$ cat src/rtl/core/tfd_pkg.sv
`timescale 1ns / 1ps
// ----------------------------------------------------------------------------
// tfd_pkg: shared types and constants for the tpkt frame delineator
// Phase codes, byte class codes and header constants.
// ----------------------------------------------------------------------------
package tfd_pkg;

   // header constants
   localparam logic [7:0]  TPKT_VERSION    = 8'h03;
   localparam logic [7:0]  TPKT_RESERVED   = 8'h00;
   localparam logic [15:0] TPKT_HEADER_LEN = 16'd4;
   localparam logic [15:0] MAX_LEN_RESET   = 16'd8192;

   // field widths
   localparam int BYTE_W  = 8;
   localparam int LEN_W   = 16;
   localparam int CLASS_W = 2;

   // delineation phase
   typedef enum logic [2:0] {
      PH_START   = 3'd0,
      PH_HUNT    = 3'd1,
      PH_RESV    = 3'd2,
      PH_LEN_HI  = 3'd3,
      PH_LEN_LO  = 3'd4,
      PH_PAYLOAD = 3'd5
   } phase_type;

   // byte classification
   typedef enum logic [CLASS_W-1:0] {
      CLS_DISCARD = 2'd0,
      CLS_HEADER  = 2'd1,
      CLS_PAYLOAD = 2'd2,
      CLS_REJECT  = 2'd3
   } byte_class_type;

endpackage

$ cat src/rtl/core/tpkt_frame_delineator.sv
`timescale 1ns / 1ps
// ----------------------------------------------------------------------------
// tpkt_frame_delineator: byte-wise tpkt frame delineation
// Classifies each received byte as hunt discard, header, payload or rejected
// header, and marks the length and the final byte of each accepted frame.
//
//   channel  direction  handshake          payload
//   req      in         req_valid/stall    req_in_byte
//   rsp      out        rsp_valid/stall    out_byte, byte_class,
//                                          frame_length, frame_last
//   csr      in         csr_wr_en          csr_wr_data (max_frame_length)
//
// One item per cycle unless the result side stalls: each byte is classified
// in the cycle it is accepted and its result appears from the output register
// on the next cycle. The output register frees in the cycle it is taken, so
// the rate is set only by the phase/counter update.
// req_stall is high only while a result waits and rsp_stall is high.
// Reset is synchronous: phase returns to expect start of frame and the
// maximum length register to 8192.
// ----------------------------------------------------------------------------
module tpkt_frame_delineator (
   input  logic                            clock,
   input  logic                            reset,
   input  logic                            req_valid,
   output logic                            req_stall,
   input  logic [tfd_pkg::BYTE_W-1:0]      req_in_byte,
   output logic                            rsp_valid,
   input  logic                            rsp_stall,
   output logic [tfd_pkg::BYTE_W-1:0]      rsp_out_byte,
   output logic [tfd_pkg::CLASS_W-1:0]     rsp_byte_class,
   output logic [tfd_pkg::LEN_W-1:0]       rsp_frame_length,
   output logic                            rsp_frame_last,
   input  logic                            csr_wr_en,
   input  logic [tfd_pkg::LEN_W-1:0]       csr_wr_data
);
   import tfd_pkg::*;

   phase_type             phase_ff, phase_in;
   logic [BYTE_W-1:0]     length_high_ff, length_high_in;
   logic [LEN_W-1:0]      bytes_left_ff, bytes_left_in;
   logic                  candidate_ff, candidate_in;
   logic [LEN_W-1:0]      max_len_ff;

   logic                  rsp_valid_ff;
   logic [BYTE_W-1:0]     out_byte_ff;
   byte_class_type        class_ff, class_in;
   logic [LEN_W-1:0]      flen_ff, flen_in;
   logic                  last_ff, last_in;

   logic                  accept;
   logic                  out_free;
   logic [LEN_W-1:0]      len_word;

   // handshake: output register frees when empty or taken
   assign out_free  = !rsp_valid_ff || !rsp_stall;
   assign req_stall = !out_free;
   assign accept    = req_valid && out_free;

   assign len_word = {length_high_ff, req_in_byte};

   // maximum length register
   always_ff @(posedge clock) begin
      if (reset) begin
         max_len_ff <= MAX_LEN_RESET;
      end else if (csr_wr_en) begin
         max_len_ff <= csr_wr_data;
      end
   end

   // next phase and classification of the incoming item
   always_comb begin
      phase_in       = phase_ff;
      length_high_in = length_high_ff;
      bytes_left_in  = bytes_left_ff;
      candidate_in   = candidate_ff;
      class_in       = CLS_DISCARD;
      flen_in        = '0;
      last_in        = 1'b0;
      unique case (phase_ff)
         PH_START: begin
            if (req_in_byte == TPKT_VERSION) begin
               class_in = CLS_HEADER;
               phase_in = PH_RESV;
            end else begin
               phase_in     = PH_HUNT;
               candidate_in = 1'b0;
            end
         end
         PH_RESV: begin
            class_in = CLS_HEADER;
            phase_in = PH_LEN_HI;
         end
         PH_LEN_HI: begin
            class_in       = CLS_HEADER;
            length_high_in = req_in_byte;
            phase_in       = PH_LEN_LO;
         end
         PH_LEN_LO: begin
            flen_in = len_word;
            if (len_word < TPKT_HEADER_LEN || len_word > max_len_ff) begin
               // rejected header: only the last byte may start a new hunt pair
               class_in     = CLS_REJECT;
               phase_in     = PH_HUNT;
               candidate_in = (req_in_byte == TPKT_VERSION);
            end else begin
               class_in = CLS_HEADER;
               if (len_word == TPKT_HEADER_LEN) begin
                  last_in       = 1'b1;
                  phase_in      = PH_START;
                  bytes_left_in = '0;
               end else begin
                  bytes_left_in = len_word - TPKT_HEADER_LEN;
                  phase_in      = PH_PAYLOAD;
               end
            end
         end
         PH_PAYLOAD: begin
            class_in = CLS_PAYLOAD;
            if (bytes_left_ff <= LEN_W'(1)) begin
               bytes_left_in = '0;
               last_in       = 1'b1;
               phase_in      = PH_START;
            end else begin
               bytes_left_in = bytes_left_ff - LEN_W'(1);
            end
         end
         default: begin
            // hunt, also for unused phase codes
            if (candidate_ff && req_in_byte == TPKT_RESERVED) begin
               class_in     = CLS_HEADER;
               candidate_in = 1'b0;
               phase_in     = PH_LEN_HI;
            end else begin
               candidate_in = (req_in_byte == TPKT_VERSION);
               phase_in     = PH_HUNT;
            end
         end
      endcase
   end

   // delineation state
   always_ff @(posedge clock) begin
      if (reset) begin
         phase_ff       <= PH_START;
         length_high_ff <= '0;
         bytes_left_ff  <= '0;
         candidate_ff   <= 1'b0;
      end else if (accept) begin
         phase_ff       <= phase_in;
         length_high_ff <= length_high_in;
         bytes_left_ff  <= bytes_left_in;
         candidate_ff   <= candidate_in;
      end
   end

   // result valid
   always_ff @(posedge clock) begin
      if (reset) begin
         rsp_valid_ff <= 1'b0;
      end else if (out_free) begin
         rsp_valid_ff <= req_valid;
      end
   end

   // result payload
   always_ff @(posedge clock) begin
      if (accept) begin
         out_byte_ff <= req_in_byte;
         class_ff    <= class_in;
         flen_ff     <= flen_in;
         last_ff     <= last_in;
      end
   end

   assign rsp_valid        = rsp_valid_ff;
   assign rsp_out_byte     = out_byte_ff;
   assign rsp_byte_class   = class_ff;
   assign rsp_frame_length = flen_ff;
   assign rsp_frame_last   = last_ff;

   // checks on the delineation logic
   a_last_in_frame: assert property (@(posedge clock) disable iff (reset)
      rsp_valid_ff && last_ff |-> (class_ff == CLS_HEADER || class_ff == CLS_PAYLOAD))
      else $error("frame end marked outside an accepted frame");

   a_len_on_header: assert property (@(posedge clock) disable iff (reset)
      rsp_valid_ff && flen_ff != '0 |-> (class_ff == CLS_HEADER || class_ff == CLS_REJECT))
      else $error("frame length shown on a non-header item");

   a_payload_count: assert property (@(posedge clock) disable iff (reset)
      phase_ff == PH_PAYLOAD |-> bytes_left_ff != '0)
      else $error("payload phase with no bytes left");

   a_count_down: assert property (@(posedge clock) disable iff (reset)
      accept && phase_ff == PH_PAYLOAD && bytes_left_ff > LEN_W'(1)
      |=> bytes_left_ff == $past(bytes_left_ff) - LEN_W'(1))
      else $error("payload counter did not step down");

   a_state_holds: assert property (@(posedge clock) disable iff (reset)
      !accept |=> $stable(phase_ff) && $stable(bytes_left_ff))
      else $error("state changed without an accepted item");

endmodule

$ cat config.mk
export PLATFORM = sky130hd
export DESIGN_NAME = tpkt_frame_delineator
export DESIGN_NICKNAME = d
export VERILOG_FILES = /design/src/rtl/core/tfd_pkg.sv /design/src/rtl/core/tpkt_frame_delineator.sv
export SDC_FILE = /design/constraint.sdc
export NUM_CORES = 1
export LEC_CHECK = 0
export BUFFER_PORTS_ARGS = -buffer_cell sky130_fd_sc_hd__clkbuf_2
export CAP_MARGIN = 20
export CORE_UTILIZATION = 45
export CTS_CLUSTER_SIZE = 8
export DETAILED_ROUTE_END_ITERATION = 10
export GPL_TIMING_DRIVEN = 0
export PLACE_DENSITY = 0.72
export SLEW_MARGIN = 20
export SYNTH_ARGS = -nofsm -noshare
export SYNTH_HDL_FRONTEND = slang
export SYNTH_SLANG_ARGS = --single-unit
export TNS_END_PERCENT = 30
$ cat constraint.sdc
create_clock -name clock -period 2.8 [get_ports clock]
set_clock_uncertainty 0.15 [all_clocks]
set_input_delay 0.56 -clock clock [delete_from_list [all_inputs] [get_ports clock]]
set_output_delay 0.56 -clock clock [all_outputs]
set_load 0.02 [all_outputs]
* Word-level counts from Yosys, hierarchy flattened
Index checks and enable logic that the tools add are counted.
Widths: inputs -> output; s select.
** Storage, ports and cells
- Flip-flop bits (word level) :: 72
- Word-level logic and storage cells :: 64
** Operators by class
- Reductions and logical operators :: 16
- Magnitude comparators :: 3
- Equality and inequality tests :: 10
- Bitwise gates (word level) :: 1
- Muxes and demuxes :: 22
- Add/subtract/negate cells :: 2
** Operator list (count)
- $mux 16 :: 3
- $pmux 16 s2 :: 1
- $eq 16x3->1 const B :: 1
- $gt 16x16->1 :: 1
- $le 16x1->1 const B :: 1
- $lt 16x3->1 const B :: 1
- $sub 16x1->16 const B :: 1
- $sub 16x3->16 const B :: 1
- $pmux 3 s5 :: 1
- $mux 3 :: 3
- $eq 8x2->1 const B :: 1
- $logic_not 8->1 :: 1
- $mux 1 :: 8
- $ne 2x2->1 const B :: 4
- $pmux 2 s4 :: 1
- $eq 3x2->1 const B :: 2
- $eq 3x3->1 const B :: 2
- $mux 2 :: 3
- $reduce_and 2->1 :: 2
- $reduce_and 4->1 :: 1
- $logic_not 1->1 :: 3
- $logic_not 3->1 :: 1
- $pmux 1 s3 :: 1
- $reduce_and 3->1 :: 1
- other kinds (7) :: 9

* Depth between registers and ports, before layout
- Word-level depth :: 4
- Depth in mapped cells :: 11
- Mapped depth without buffers :: 9

* Worst setup path after synthesis
OpenSTA, ideal clock, no wires.
- Path type :: in2reg
- Start :: input port req_in_byte[1] (netlist bit)
- End :: register bytes_left_ff[15]
- Setup time :: 0.116 ns
- Path slack :: 0.191 ns
- Data arrival time :: 2.343 ns
- Required time :: 2.534 ns
- Stages :: 9
- Path through :: ha_1 -> nor2b_1 -> o21ai_0 -> a21boi_0 -> nor4_1 -> o211a_1 -> clkbuf_1 -> o221ai_1 -> o211a_1
** On the way
- Longest elaborated chain between the ends :: 4
- Elaborated cells on any way between the ends :: 10
** RTL lines
- start: declaration :: line tpkt_frame_delineator.sv:26 : input logic [tfd_pkg::BYTE_W-1:0] req_in_byte,
- $sub 16x3->16, or another cell as far along :: line tpkt_frame_delineator.sv:112 : bytes_left_in = len_word - TPKT_HEADER_LEN;
- $mux 16 or $logic_or 1x1->1 (tied branches) :: line tpkt_frame_delineator.sv:107, tpkt_frame_delineator.sv:100
- $mux 16 or $ne 2x2->1 (tied branches)
- $pmux 16 s2 or $reduce_and 3->1 (tied branches)
- end signal: assignment :: line tpkt_frame_delineator.sv:151 : bytes_left_ff <= bytes_left_in;
- end: declaration :: line tpkt_frame_delineator.sv:40 : logic [LEN_W-1:0] bytes_left_ff, bytes_left_in;
Parallel ways exist; a longest one is shown, timed or not. The select of a mux whose other input is x is not followed.
A chain may end at the register's enable or synchronous reset.

* Final worst setup path
- Start :: register length_high_ff[3]
- End :: register candidate_ff
** On the way
- Longest elaborated chain between the ends :: 4
- Elaborated cells on any way between the ends :: 5
** RTL lines
- start: declaration :: line tpkt_frame_delineator.sv:39 : logic [BYTE_W-1:0] length_high_ff, length_high_in;
- start signal: assignment :: line tpkt_frame_delineator.sv:150 : length_high_ff <= length_high_in;
- $lt 16x3->1 or $gt 16x16->1 (tied branches) :: line tpkt_frame_delineator.sv:100 : if (len_word < TPKT_HEADER_LEN || len_word > max_len_ff) begin
- $logic_or 1x1->1 * :: line tpkt_frame_delineator.sv:100
- $ne 2x2->1 (no source line) *
- $reduce_and 4->1 (no source line) *
- end signal: assignment :: line tpkt_frame_delineator.sv:152 : candidate_ff <= candidate_in;
- end: declaration :: line tpkt_frame_delineator.sv:41 : logic candidate_ff, candidate_in;
Every way passes the cells marked *; elsewhere a longest branch is shown, timed or not.

==> metrics <==
status=completed; vias in the first global route=slightly above 3,000; Min-Delay Endpoint=rsp_valid$_SDFFE_PP0N_; r2r setup slk=approximately 0.11 ns; R2R cell count=8; area delta synth->final=19.0%; vias=about 3,300; worst-path cell with the longest stage delay=or4_4; multi-input logic area=slightly above 2000 um2; startpoint class of the critical path=flop; Via-to-Cell Ratio=5.75; pwr dens=542 nW/um2; Worst-Skew Late Latency=around 0.35 ns; Post-DRT Antenna Nets=0; most frequent cells in the layout=58 x clkbuf_2, 46 x nor2_1, 38 x dfxtp_1, 27 x edfxtp_1, 26 x inv_1; peak supply drop=around 0.25 mV; Initial DRC Count=266; CTS Buf Count=9; CTS tree=built; fin crit period=2.69 ns; largest net degree at the start of global routing=35; RePlAce Congestion=about 0.85; Avg Cell Area, Syn=9.86 um2; Synth Cell Area=approximately 3900 um2; synthesized flop and latch total=72; maximum single-stage delay on the critical path=0.52 ns; ys async rst share=0%; Port Buffer Count=56; Syn Inst Count=about 400; Place WS=-0.509 ns; Seq/Total Area, Yosys=44.4%; synthesis warning total=0; # setup viols final=0; FF-to-FF Start=length_high_ff[3]$_SDFFE_PP0P_; synth top area cells=dfxtp_1 23%, edfxtp_1 21%, ha_1 7.5%; DIE WIDTH=~95 um; layout cells sized above 1=roughly 22%; hold path cells=2; Yosys top cell by area=dfxtp_1; DRC violations left=0; drt first pass iters=5; final hold violation count=0; Synth cell types=50; commonest non-fill, non-tap cell in the layout=clkbuf_2; Final Max Tran Viols=0; Worst Path Max Fanout=6; full die area=approximately 9000 um2; Starting Density=a little under half; Post-CTS Hold Fix Bufs=0; fin nets=~500; global route overflow=0; Tcrit/Tclk final=between 90% and 100%; gr usage total=a little over a fifth; hpwl dp=between 6000 and 7000 um; # rows=33; htree depth=3; capture point of the worst reg-to-reg path=candidate_ff$_SDFFE_PP0P_; Reg area=1720 um2; Worst EP arrival=about 2.8 ns; initial antenna violation count=0; Setup CP Type=reg2reg; fin area=4590 um2; critical-path cell list=ha_1 -> nand2_1 -> nor3_1 -> or3_1 -> or4_4 -> a21oi_4 -> a21oi_1 -> a221oi_1; fillcell total=between 700 and 800; n_diodes=0; Worst-path clk slew=0.08 ns; Die H=around 95 um; Leak Pwr=between 2 and 2.5 nW; I/O Pins=58; Core Box Area=~8300 um2; Primary FF master, synth=dfxtp_1; synthesized net count=~440; share of the synthesized area in the top cell type=between 20% and 30%; Max Cap Violations=0; final wirelength=a little over 9000 um; CTS root buf=clkbuf_8; Max-slew headroom=between 30 and 40%; hold path start=req_valid; WL/cell=between 15 and 20 um; Post-synth EDFFs=27; first-pass GRT wire length=roughly 15,000 um; Req. time, crit path=between 2 and 3 ns; placed cell area=between 4000 and 5000 um2; Critical Path Sink Type=flop; maximum buffer depth of the clock tree=2; Clock Sinks=between 70 and 80; worst setup margin=between 0.1 and 0.15 ns; Max Freq=371 MHz; Hold Crit Class=in2reg; Least-Margin Pin Slew=between 0.9 and 1 ns
## synthesized netlist by cell type (9+ instances only)
| cell | instances |
|---|---|
| o221ai_1 | 12 |
| and2_1 | 14 |
| a21oi_1 | 11 |
| nor3_1 | 12 |
| mux2i_1 | 24 |
| o211a_1 | 14 |
| inv_1 | 26 |
| edfxtp_1 | 27 |
| xnor2_1 | 17 |
| nand2_1 | 18 |
| clkbuf_1 | 12 |
| dfxtp_1 | 45 |
| nand3_1 | 9 |
| nor2_1 | 47 |
| ha_1 | 23 |
| nor4_1 | 12 |
## critical path: cells and delay by family (launching register included)
| kind | cells | cell delay (ns) |
|---|---|---|
| DFF | 1 | 0.37 |
| AOI/OAI and AO/OA | 3 | 0.60 |
| and+or+nand+nor | 4 | 1.16 |
| adders and majority gates | 1 | 0.32 |
## sequential cells by signal (all words and copies together), names as in the netlist
register / flops
bytes_left_ff: 16
max_len_ff: 16
rsp_frame_length: 16
length_high_ff: 8
rsp_out_byte: 8
phase_ff: 3
rsp_byte_class: 2
candidate_ff: 1
rsp_frame_last: 1
rsp_valid: 1
## kinds of logic after synthesis
logic type | Yosys count | synth area share, %
flops | 72 | 44.4
compound gates | 68 | 13.6
buf+inv | 43 | 4.61
mux | 24 | 6.23
xor+xnor | 24 | 5.45
fa+ha+maj | 23 | 7.47
simple gates | 137 | 18.2
## through the flow
stage	utilization (%)	setup TNS, ns	total power, mW	std cells	hold slack [ns]
6_report	55.6	0	2.49	571	0.283
5_1_grt	55.6	-0.0425	2.60	571	0.285
3_3_place_gp	51.7	-7.66	1.65	552	0.324
3_5_place_dp	51.7	-8.28	1.67	552	0.330
4_1_cts	54.5	0	2.47	568	0.280
2_1_floorplan	-	0	1.54	391	0.309
## layer usage
layer | track usage, % | vias to the layer above | share of wire, %
met5 | 0 | - | 0
met4 | 9.72 | 0 | 2.3
met1 | 27.9 | 1546 | 45
li1 | - | 1575 | -
met3 | 3.95 | 20 | 6.8
met2 | 35.0 | 144 | 46
## final cells by class
type / count / area share [%]
plain buffers: 16 / 1.88
flip-flops and latches: 72 / 37.5
clock buffers: 10 / 3.25
clock inverters: 6 / 1.01
inverters: 27 / 2.21
well taps: 105 / 2.86
repair buffers: 59 / 6.76
multi-input cells: 276 / 44.5
## where the power goes
part / switching [mW] / internal, mW / total [mW]
clock network: 0.434 / 0.384 / 0.819
logic: 0.291 / 0.199 / 0.490
registers: 0.0342 / 1.14 / 1.18
## how the worst max path moves through the flow
stage / from / to / slack, ns / depth (start not counted)
final: length_high_ff[3]$_SDFFE_PP0P_ / candidate_ff$_SDFFE_PP0P_ / 0.11 / 8
after global placement: req_in_byte[6] / bytes_left_ff[15]$_SDFFE_PP0P_ / -0.48 / 10
after detailed placement: req_in_byte[7] / bytes_left_ff[15]$_SDFFE_PP0P_ / -0.51 / 10
after global routing: max_len_ff[15]$_SDFFE_PP0P_ / bytes_left_ff[14]$_SDFFE_PP0P_ / -0.01 / 9
after CTS: length_high_ff[4]$_SDFFE_PP0P_ / bytes_left_ff[6]$_SDFFE_PP0P_ / 0.008 / 9
after floorplan: req_in_byte[1] / bytes_left_ff[15]$_SDFFE_PP0P_ / 0.19 / 9
## what timing repair did
item / CTS / global route
setup endpoints to repair: 20 / 20
resized for setup: 14 / 19
pin swaps: 1 / 3
setup buffers: 0 / 2
(Power assumes the default switching activity.)
